File: src/design/apcs_pkg.sv
`default_nettype none
package apcs_pkg;

   localparam logic [2:0] ACT_ENQUEUE  = 3'd0;
   localparam logic [2:0] ACT_RESPONSE = 3'd1;
   localparam logic [2:0] ACT_ERROR    = 3'd2;
   localparam logic [2:0] ACT_TICK     = 3'd3;
   localparam logic [2:0] ACT_CLEAR    = 3'd4;

   localparam logic [1:0] KIND_ISSUE  = 2'd0;
   localparam logic [1:0] KIND_OK     = 2'd1;
   localparam logic [1:0] KIND_FAIL   = 2'd2;
   localparam logic [1:0] KIND_REJECT = 2'd3;

   localparam logic [1:0] MERGE_LOW_PRI = 2'd0;
   localparam logic [1:0] MERGE_ALWAYS  = 2'd1;

   localparam logic [2:0] PRI_NORMAL     = 3'd2;
   localparam logic [2:0] PRI_BACKGROUND = 3'd3;
   localparam logic [2:0] PRI_IDLE       = 3'd4;

   localparam logic [1:0] REG_TIMEOUT    = 2'd0;
   localparam logic [1:0] REG_BG_PENALTY = 2'd1;
   localparam logic [1:0] REG_IDLE_PEN   = 2'd2;

   localparam logic [31:0] TIMEOUT_RESET    = 32'd1000;
   localparam logic [30:0] BG_PENALTY_RESET = 31'd1000;
   localparam logic [30:0] IDLE_PEN_RESET   = 31'd5000;

   typedef struct packed {
      logic [31:0] timeout_limit;
      logic [30:0] background_penalty;
      logic [30:0] idle_penalty;
   } cfg_type;

   typedef enum logic [4:0] {
      OP_NONE,
      OP_LATCH,
      OP_DISPATCH,
      OP_MSCAN,
      OP_APPEND,
      OP_RESP,
      OP_ERR,
      OP_TICK,
      OP_TMO,
      OP_CLR,
      OP_ICHK,
      OP_PICK,
      OP_ISSUE,
      OP_FLUSH
   } dp_op_type;

   typedef struct packed {
      logic [2:0] action;
      logic       want_merge;
      logic       head_match;
      logic       fill_zero;
      logic       scan_end;
      logic       hit;
      logic       go_pick;
   } dp_status_type;

   typedef enum logic [3:0] {
      ST_IDLE,
      ST_DISPATCH,
      ST_MSCAN,
      ST_APPEND,
      ST_RESP,
      ST_ERR,
      ST_TICK,
      ST_TMO,
      ST_CLR,
      ST_ICHK,
      ST_PICK,
      ST_ISSUE,
      ST_FLUSH
   } state_type;

endpackage
`default_nettype wire

File: src/design/apcs_ctrl.sv
`default_nettype none
module apcs_ctrl
   import apcs_pkg::*;
(
   input  wire logic          clock,
   input  wire logic          reset,
   input  wire logic          start,
   input  wire dp_status_type status,
   output dp_op_type          op,
   output logic               busy
);

   state_type state_ff, state_in;

   always_ff @(posedge clock) begin
      if (reset) begin
         state_ff <= ST_IDLE;
      end else begin
         state_ff <= state_in;
      end
   end

   always_comb begin
      state_in = state_ff;
      op       = OP_NONE;
      busy     = 1'b1;
      case (state_ff)
         ST_IDLE: begin
            busy = 1'b0;
            if (start) begin
               op       = OP_LATCH;
               state_in = ST_DISPATCH;
            end
         end
         ST_DISPATCH: begin
            op = OP_DISPATCH;
            case (status.action)
               ACT_ENQUEUE:  state_in = status.want_merge ? ST_MSCAN : ST_APPEND;
               ACT_RESPONSE: state_in = status.head_match ? ST_RESP : ST_FLUSH;
               ACT_ERROR:    state_in = status.head_match ? ST_ERR : ST_FLUSH;
               ACT_TICK:     state_in = ST_TICK;
               ACT_CLEAR:    state_in = status.fill_zero ? ST_FLUSH : ST_CLR;
               default:      state_in = ST_FLUSH;
            endcase
         end
         ST_MSCAN: begin
            op = OP_MSCAN;
            if (status.scan_end) begin
               state_in = ST_APPEND;
            end else if (status.hit) begin
               state_in = ST_FLUSH;
            end
         end
         ST_APPEND: begin
            op       = OP_APPEND;
            state_in = status.fill_zero ? ST_ICHK : ST_ICHK;
         end
         ST_RESP: begin
            op       = OP_RESP;
            state_in = ST_ICHK;
         end
         ST_ERR: begin
            op       = OP_ERR;
            state_in = ST_ICHK;
         end
         ST_TICK: begin
            op       = OP_TICK;
            state_in = ST_TMO;
         end
         ST_TMO: begin
            op       = OP_TMO;
            state_in = ST_ICHK;
         end
         ST_CLR: begin
            op = OP_CLR;
            if (status.scan_end) begin
               state_in = ST_ICHK;
            end
         end
         ST_ICHK: begin
            op       = OP_ICHK;
            state_in = status.go_pick ? ST_PICK : ST_FLUSH;
         end
         ST_PICK: begin
            op = OP_PICK;
            if (status.scan_end) begin
               state_in = ST_ISSUE;
            end
         end
         ST_ISSUE: begin
            op       = OP_ISSUE;
            state_in = ST_FLUSH;
         end
         ST_FLUSH: begin
            op       = OP_FLUSH;
            state_in = ST_IDLE;
         end
         default: begin
            state_in = ST_IDLE;
         end
      endcase
   end

endmodule
`default_nettype wire

File: config.mk
export PLATFORM = sky130hd
export DESIGN_NAME = apcs_ctrl
export DESIGN_NICKNAME = d
export VERILOG_FILES = /design/src/design/apcs_pkg.sv /design/src/design/apcs_ctrl.sv
export SDC_FILE = /design/constraint.sdc
export NUM_CORES = 1
export LEC_CHECK = 0
export ABC_AREA = 1
export BUFFER_PORTS_ARGS = -buffer_cell sky130_fd_sc_hd__buf_2
export CORE_AREA = 2 2 39 41
export DETAILED_ROUTE_END_ITERATION = 10
export DIE_AREA = 0 0 41 43
export MAX_ROUTING_LAYER = met4
export PLACE_DENSITY_LB_ADDON = 0.12
export SLEW_MARGIN = 20
export SYNTH_ARGS = -nofsm -noshare
export SYNTH_HDL_FRONTEND = slang
export SYNTH_SLANG_ARGS = --single-unit
File: constraint.sdc
create_clock -name clock -period 2 [get_ports clock]
set_input_delay 0.1 -clock clock [delete_from_list [all_inputs] [get_ports clock]]
set_output_delay 0.1 -clock clock [all_outputs]
set_load 0.01 [all_outputs]
==> run_results.csv, run 1 <==
group,metric,value,unit
logic_synthesis,syn_area,482,um^2
global_route,grt_max_degree,9,
critical_path,cp.arrival,1460,ps
finish,seqCellArea,80.1,um^2
pwr,power.share.clock,13.9,%
finish,area_growth,23.9,%
die,die_y,43,um
global_route,grt_overflow,0,
finish,diodes,0,
logic_synthesis,yosysTopAreaCell,"nand2_1",
die,pin_count,18,
critical_path,crit_path_start_kind,"flip-flop",
sta,setup_ws,437,ps
sta,post-route-min-period,1560,ps
sta,whs,77.8,ps
drt,num_vias,605,
clocking,clock-sinks,4,
pwr,p_int,353,uW
finish,reg.largest.list,"state_ff: 4 flops",
place,placed_cell_area,574,um^2
drt,dr.pass1.iters,4,
pwr,p_leak,0.000347,uW
pwr,p_per_area,1230,mW/mm^2
finish,nNetsFinal,120,
logic_synthesis,yosys.cell_count.top_type,"nand2_1",
logic_synthesis,synth-async-reset-ratio,0,%
critical_path,crit_path_end_kind,"output pin",
die,initial_utilization,34.8,%
logic_synthesis,ys_warn_count,0,
critical_path,path_max_fanout,8,
logic_synthesis,synthesis.nets,100,
place,routabilityCongestion,0.828,
flow_run,cap_violations,0,
die,core_area,0.00138,mm^2
drt,drt_wl_total,1270,um
place,port_buffers,16,
clocking,clkTransAtPathRegs,40,ps
global_route,use_met1,20.5,%
die,die_x,41,um
clocking,cts_buffers,3,
pwr,ir_drop,452,uV
clocking,clock-root-buffer,"clkbuf_4",
clocking,post_cts_resized,0,
clocking,post-cts-setup-buffers,0,
finish,fin_area,597,um^2
drt,drc,0,
hold_path,holdPathStages,2,
critical_path,crit_start,"state_ff[2]$_SDFFE_PP0P_",
die,core.rowCount,14,
logic_synthesis,netlist_top_cells_area,"nand2_1 (19%), dfxtp_1 (17%), nand3_1 (10%)",
global_route,gr-usage-met3,3.14,%
finish,regMostFlops,"state_ff",
clocking,cts_tree,"built",
drt,postRouteAntennaNets,0,
critical_path,r2r_cells,5,
sta,rsz0062_at_grt,"false",
pwr,power_frac_comb,67.1,%
logic_synthesis,yosysSeqAreaShare,16.6,%
drt,vias_per_cell,4.96,
critical_path,crit_required,1900,ps
logic_synthesis,synth_seq_cells,4,
critical_path,crit_type,"reg -> out",
sta,setup_tns,0,ps
hold_path,min-delay-start,"reset",
place,dp_worst_setup_slack,685,ps
global_route,grt_pass1_wl,2070,um
sta,fmax,0.640,GHz
logic_synthesis,ys.flop_type,"dfxtp_1",
sta,period_share,78.1,%
die,die_area,0.00176,mm^2
outcome,status,"finished clean",
drt,first_iter_violations,17,
sta,skew,6.02,ps
drt,post_drt_wl_per_cell,10.4,um
finish,multi_input_area,345,um^2
clocking,cts_hold_buf,0,
global_route,antenna_found_initial,0,
logic_synthesis,syn_area_per_cell,5.47,um^2
logic_synthesis,synthCells,88,
place,hpwl,1060,um
clocking,cts_buffer_depth,2,
critical_path,rr_startpoint,"state_ff[2]$_SDFFE_PP0P_",
global_route,grtUsageTotal,17.9,%
sta,setup_viol_count_final,0,
finish,drive_gt1_share,26.4,%
pwr,swShare,51.9,%
global_route,global_route.usage.met2,26.9,%
pwr,seqPwrFrac,19.0,%
sta,hold_viol_final,0,
clocking,htreeDepth,1,
logic_synthesis,yosys-top-cells-count,"nand2_1 (25), inv_1 (12), nor2_1 (12)",
logic_synthesis,synth_cell_types,22,
global_route,grt.busiest_layer,"met2",
sta,drv_slew,0,
logic_synthesis,synth_top_area_share,19.5,%
logic_synthesis,synth_edf_count,0,
pwr,switching_power,381,uW
global_route,grt_pass1_vias,526,
clocking,clock_latency,240,ps
finish,largest_register_ffs,4,
finish,fillers,165,
hold_path,min_path_type,"in -> reg",
-- kinds of logic (layout without fill, tap and decap cells) --
kind of cell           Yosys count  in the layout  share of synthesized area (%)
AO/OA/AOI/OAI                   10             10                           12.5
flip-flops                       4              4                           16.6
buffers and inverters           14             32                           11.7
other                            1              1                          0.778
AND/OR/NAND/NOR                 59             59                           58.4
-- final cells by class --
type                    count  share of cell area, %
inverters                  13                   8.18
flip-flops and latches      4                   13.4
multi-input cells          70                   57.9
well taps                  16                   3.35
repair buffers             16                   13.4
clock buffers               3                   3.77
-- worst max-delay path, cell delays in order (launching register included) --
cell and delay, ps:
dfxtp_1 380, nor2_2 310, nand2_1 150, nor2_1 100
o21ai_0 70, o21ai_0 70, buf_2 140
-- metrics by stage --
step           total power, uW  util [%]  cells
2_1_floorplan              491         -     88
3_3_place_gp               643      41.5    119
3_5_place_dp               632      41.5    119
4_1_cts                    742      43.1    122
5_1_grt                    825      43.1    122
6_report                   734      43.1    122
-- worst paths after layout --
path | slack, ps | endpoint
worst max register to register | 680 | state_ff[1]$_SDFFE_PP0P_
worst min register to register | 530 | state_ff[1]$_SDFFE_PP0P_
worst min-delay path | 80 | state_ff[1]$_SDFFE_PP0P_
worst max-delay path | 440 | op[0]
-- placed cells by master (no fill, tap or decap) --
master / n
buf_2: 16
inv_2: 1
nor2_1: 12
nor2b_1: 1
o21bai_1: 1
inv_1: 12
a211oi_1: 1
o21ai_0: 4
nand3_1: 10
and2_4: 1
a22oi_1: 1
clkbuf_4: 3
nor3_2: 1
nand3_2: 2
nor2_2: 3
o211ai_1: 1
conb_1: 1
nor2_4: 1
a21oi_1: 2
nand4_1: 2
nor3_1: 1
nand2_1: 25
dfxtp_1: 4
-- power by group through the flow --
stage	registers, uW	logic (uW)	clock network [uW]
after global routing	144	567	114
final	139	492	102
after detailed placement	140	492	0
after floorplan	134	357	0
after CTS	139	494	109
after global placement	138	504	0
-- routing by layer --
layer | part of all wire (%) | vias up
met5 | 0 | -
met4 | 2.6 | 0
met3 | 5.4 | 4
met2 | 48 | 23
met1 | 44 | 260
li1 | - | 318
Power figures use the tool's default switching activity.
==> run 2: changes to the inputs <==
- ABC_AREA: 1 -> 0
- clock period: 2 -> 1.53 ns (I/O delays scaled with it)
==> run 2 against run 1 <==
Clock power is 27% higher; setup slack worse by 380 ps; critical path depth is 2 lower; hold slack worse by 44 ps; flip-flop and latch count stayed put; global-route usage is 1.5 points lower; non-clock buffer count is 5 higher.
==> run_results.csv, run 2 <==
group,metric,value,unit
sta,rsz0062_at_grt,"false",
clocking,clkTransAtPathRegs,40,ps
logic_synthesis,syn_area,454,um^2
logic_synthesis,synth_top_area_share,17.6,%
logic_synthesis,synth-async-reset-ratio,0,%
sta,drv_slew,0,
die,pin_count,18,
place,hpwl,912,um
logic_synthesis,synth_cell_types,34,
clocking,cts_buffer_depth,2,
sta,setup_viol_count_final,0,
die,core.rowCount,14,
critical_path,rr_startpoint,"state_ff[1]$_SDFFE_PP0P_",
logic_synthesis,synthCells,66,
critical_path,cp.arrival,1390,ps
sta,fmax,0.680,GHz
finish,drive_gt1_share,36.5,%
logic_synthesis,ys.flop_type,"dfxtp_1",
critical_path,crit_path_end_kind,"output pin",
die,initial_utilization,32.8,%
global_route,grt_pass1_vias,465,
die,die_x,41,um
pwr,ir_drop,552,uV
drt,post_drt_wl_per_cell,12.2,um
outcome,status,"finished clean",
finish,diodes,0,
logic_synthesis,synth_edf_count,0,
critical_path,path_max_fanout,10,
pwr,p_leak,0.000247,uW
place,routabilityCongestion,0.743,
logic_synthesis,ys_warn_count,0,
critical_path,timing.rr.end,"state_ff[1]$_SDFFE_PP0P_",
drt,first_iter_violations,12,
clocking,clock_latency,230,ps
finish,largest_register_ffs,4,
flow_run,cap_violations,0,
drt,num_vias,544,
critical_path,crit_start,"state_ff[1]$_SDFFE_PP0P_",
clocking,cts_buffers,3,
drt,postRouteAntennaNets,0,
clocking,clock-root-buffer,"clkbuf_4",
die,die_area,0.00176,mm^2
sta,setup_tns,0,ps
sta,skew,0.372,ps
drt,vias_per_cell,5.39,
critical_path,crit_type,"reg -> out",
critical_path,crit_required,1450,ps
logic_synthesis,synthesis.nets,78,
clocking,cts_tree,"built",
finish,fillers,159,
finish,final_cell_mix,"buf_2 (16), a21oi_1 (8), o21ai_0 (7), buf_4 (5)",
place,port_buffers,16,
global_route,grtUsageTotal,16.4,%
global_route,antenna_found_initial,0,
logic_synthesis,yosysSeqAreaShare,17.6,%
global_route,grt_pass1_wl,1970,um
finish,final_common_cell,"buf_2",
clocking,post-cts-setup-buffers,0,
sta,post-route-min-period,1470,ps
logic_synthesis,syn_area_per_cell,6.88,um^2
finish,area_growth,31.1,%
logic_synthesis,netlist_top_cells_area,"dfxtp_1 (18%), a21oi_1 (8.8%), o21ai_0 (7.7%)",
global_route,grt_overflow,0,
critical_path,endpoint,"op[3]",
global_route,grt_max_degree,14,
drt,drc,0,
clocking,clock-sinks,4,
die,die_y,43,um
logic_synthesis,synth_seq_cells,4,
logic_synthesis,yosysTopAreaCell,"dfxtp_1",
drt,dr.pass1.iters,4,
logic_synthesis,yosys.cell_count.top_type,"a21oi_1",
finish,nNetsFinal,99,
critical_path,crit_path_start_kind,"flip-flop",
pwr,p_total,1060,uW
drt,drt_wl_total,1230,um
finish,reg.largest.list,"state_ff: 4 flops",
die,core_area,0.00138,mm^2
clocking,htreeDepth,1,
finish,regMostFlops,"state_ff",
hold_path,min_path_type,"in -> reg",
critical_path,r2r_setup_slack,100,ps
sta,hold_viol_final,0,
logic_synthesis,yosys-top-cells-count,"a21oi_1 (8), o21ai_0 (7), dfxtp_1 (4), nor2_1 (4)",
pwr,p_per_area,1780,mW/mm^2
sta,period_share,96.0,%
critical_path,r2r_cells,4,
## run 2: cell types whose count changed in the layout (fill, tap and decap cells not counted), moves of 3 or more
cell,change
nand2_1,-23
inv_1,-9
nor2_1,-8
buf_4,+5
dfxtp_2,+4
dfxtp_1,-4
nand3_1,-9
a21oi_1,+6
nor2_2,-3
o21ai_0,+3
nand2b_1,+3
## run 2: cell type report
class	instances	area [um^2]	share of cell area, %
clock buffer	3	22.5	3.78
inverter	4	15.0	2.52
multi-input combinational	53	335	56.3
sequential	4	85.1	14.3
tap	16	20.0	3.36
timing repair buffer	21	118	19.7
## run 2: cells by family (layout without fill, tap and decap cells)
kind of cell / count (synthesis) / in the layout / share of synthesized area, %
compound gates: 26 / 26 / 36.6
simple gates: 24 / 24 / 32.5
buf+inv: 9 / 28 / 8.54
flops: 4 / 4 / 17.6
xor+xnor: 2 / 2 / 3.86
other cells: 1 / 1 / 0.826
## run 2: what timing repair did
| action | CTS | global route |
|---|---|---|
| hold endpoints to repair | 0 | 0 |
| setup endpoints to repair | 1 | 4 |
| hold buffers | 0 | 0 |
| gates resized for setup | 1 | 3 |
## run 2: worst min path at each step
stage	from	to	slack (ps)	cells after the start
global route	reset	state_ff[1]$_SDFFE_PP0P_	50	2
detailed placement	reset	state_ff[1]$_SDFFE_PP0P_	280	2
floorplan	reset	state_ff[1]$_SDFFE_PP0P_	150	1
CTS	reset	state_ff[1]$_SDFFE_PP0P_	30	2
finish	reset	state_ff[1]$_SDFFE_PP0P_	30	2
global placement	reset	state_ff[1]$_SDFFE_PP0P_	280	2
## run 2: routing by layer
layer / GRT usage [%] / vias to the layer above / share of wire, %
li1: - / 281 / -
met1: 23.3 / 243 / 48
met3: 4.71 / 0 / 6.7
met2: 23.4 / 20 / 45
met5: - / - / 0
met4: 2.00 / 0 / 0
## run 2: through the flow
step | util, % | cells | instance area [um^2] | setup WS, ps | hold WS, ps
global route | 43.0 | 101 | 596 | 9.88 | 45.9
CTS | 42.8 | 101 | 592 | 9.60 | 25.6
global placement | 41.0 | 98 | 568 | 111 | 277
floorplan | - | 66 | 454 | 279 | 149
finish | 43.0 | 101 | 596 | 60.4 | 33.7
detailed placement | 41.0 | 98 | 568 | 68.2 | 279
## run 2: power by group
part | internal, uW | leakage (uW) | total, uW | switching, uW
logic | 338 | 0.000198 | 664 | 325
registers | 155 | 0.0000344 | 267 | 111
clock network | 87.7 | 0.0000138 | 130 | 42.5
## run 2: critical path, cell delays in order (launching register included)
cell	delay, ps
dfxtp_2	370
buf_4	180
and2b_1	210
a32o_1	270
buf_2	130
==> run 3: changes to the inputs <==
==> constraint.sdc (replaced) <==
create_clock -name clock -period 1.53 [get_ports clock]
set_input_delay 0.2295 -clock clock [delete_from_list [all_inputs] [get_ports clock]]
set_output_delay 0.2295 -clock clock [all_outputs]
set_load 0.01 [all_outputs]
==> run 3 against run 2 <==
Sequential power shrank 6%; sequential share of layout area decreased by 1.2 points; utilization rose by 6.7 points; count of clock-buffer cells in the layout unchanged; global-route usage up 2.7 points; power rose by 17%; clock skew up 4.4 ps; register-to-register slack about the same; final area up 16%.
==> run_results.csv, run 3 (synthesis results as in run 2) <==
group,metric,value,unit
outcome,status,"finished clean",
global_route,grtUsageTotal,19.1,%
drt,dr.pass1.iters,4,
sta,skew,4.81,ps
critical_path,critical_path.top_delay_family,"simple AND/OR/NAND/NOR gates",
critical_path,rr_startpoint,"state_ff[1]$_SDFFE_PP0P_",
die,pin_count,18,
drt,drt_wl_total,1320,um
critical_path,cp.arrival,1280,ps
pwr,ir_drop,618,uV
die,die_x,41,um
critical_path,path_buf_inv,1,
critical_path,r2r_setup_slack,100,ps
sta,hold_viol_final,0,
sta,post-route-min-period,1510,ps
drt,post_drt_wl_per_cell,12.0,um
clocking,cts_tree,"built",
pwr,p_leak,0.000299,uW
drt,vias_per_cell,5.47,
finish,multi_input_area,352,um^2
clocking,cts_buffers,3,
critical_path,r2r_cells,5,
die,die_y,43,um
die,core.rowCount,14,
finish,final_cell_mix,"buf_2 (16), buf_4 (13), a21oi_1 (8), o21ai_0 (6), nor2_1 (4)",
clocking,clock_latency,230,ps
global_route,grt_max_degree,16,
flow_run,cap_violations,0,
finish,final_cells,110,
critical_path,crit_path_end_kind,"output pin",
sta,setup_tns,0,ps
critical_path,crit_type,"reg -> out",
clocking,clock-root-buffer,"clkbuf_4",
critical_path,slowest_stage,"or3_4",
place,dpl.cell_count,100,
critical_path,timing.rr.end,"state_ff[1]$_SDFFE_PP0P_",
finish,drive_gt1_share,43.6,%
critical_path,path_cells,"or3_4 > or2_1 > buf_2",
critical_path,cpPeakStageDelay,380,ps
sta,drv_slew,0,
critical_path,crit_start,"state_ff[1]$_SDFFE_PP0P_",
finish,nNetsFinal,108,
finish,area_growth,51.5,%
finish,largest_register_ffs,4,
finish,regMostFlops,"state_ff",
clocking,cts_buffer_depth,2,
clocking,clock-sinks,4,
die,die_area,0.00176,mm^2
critical_path,cp.depth,3,
sta,rsz0062_at_grt,"true",
place,routabilityCongestion,0.903,
place,dp_worst_setup_slack,130,ps
clocking,clkTransAtPathRegs,40,ps
clocking,cts_hold_buf,0,
place,placed_cell_area,583,um^2
clocking,htreeDepth,1,
drt,first_iter_violations,8,
sta,setup_viol_count_final,0,
global_route,grt_pass1_vias,564,
critical_path,crit_path_start_kind,"flip-flop",
drt,num_vias,602,
critical_path,crit_required,1300,ps
place,hpwl,935,um
critical_path,path_max_fanout,3,
global_route,grt_pass1_wl,2340,um
sta,period_share,98.5,%
global_route,antenna_found_initial,0,
drt,postRouteAntennaNets,0,
place,port_buffers,16,
finish,final_common_cell,"buf_2",
global_route,grt_overflow,0,
die,core_area,0.00138,mm^2
die,initial_utilization,32.8,%
finish,seqCellArea,90.1,um^2
hold_path,min_path_type,"in -> reg",
sta,setup_ws,23.1,ps
finish,reg.largest.list,"state_ff: 4 flops",
drt,drc,0,
sta,fmax,0.664,GHz
finish,fin_area,688,um^2
finish,fillers,153,
critical_path,endpoint,"busy",
finish,diodes,0,
pwr,p_per_area,1810,mW/mm^2
==> run 3: cell count changes in the layout (fill, tap and decap cells not counted), sizes merged <==
cell / delta
buf: +9
==> run 3: through the flow <==
| stage | total power [uW] | utilization (%) | hold WS, ps |
|---|---|---|---|
| 2_1_floorplan | 681 | - | 302 |
| 3_3_place_gp | 944 | 42.1 | 434 |
| 3_5_place_dp | 938 | 42.1 | 435 |
| 4_1_cts | 1200 | 48.2 | 176 |
| 5_1_grt | 1370 | 49.7 | 186 |
| 6_report | 1240 | 49.7 | 184 |
==> run 3: worst min path at each step <==
stage	cells after the start	from	endpoint	slack (ps)
after floorplan	1	reset	state_ff[1]$_SDFFE_PP0P_	300
after global placement	2	reset	state_ff[1]$_SDFFE_PP0P_	430
after detailed placement	2	reset	state_ff[1]$_SDFFE_PP0P_	440
after CTS	2	reset	state_ff[1]$_SDFFE_PP0P_	180
after global routing	2	reset	state_ff[1]$_SDFFE_PP0P_	190
final	2	reset	state_ff[1]$_SDFFE_PP0P_	180
==> run 3: timing repair <==
action / in CTS / in global routing
endpoints found under the hold margin: 0 / 0
endpoints found under the setup margin: 4 / 4
setup buffers: 6 / 1
gates resized for setup: 7 / 4
==> run 3: layout make-up <==
| type | instances | share of cell area, % |
|---|---|---|
| clock buffers | 3 | 3.27 |
| well taps | 16 | 2.91 |
| inverters | 4 | 2.18 |
| flip-flops and latches | 4 | 13.1 |
| repair buffers | 30 | 27.5 |
| multi-input cells | 53 | 51.1 |
==> run 3: power by group <==
part / total, uW / switching [uW] / internal, uW
Clock: 129 / 41.6 / 87.6
Combinational: 865 / 393 / 472
Sequential: 250 / 89.2 / 161
Total: 1240 / 524 / 720
==> run 3: metal layers <==
layer | global-route usage [%] | up-vias | wire, um
met1 | 25.1 | 270 | 607
met4 | 3.33 | 0 | 19
met2 | 29.1 | 32 | 597
met3 | 5.24 | 3 | 98
li1 | - | 297 | -
met5 | - | - | 0
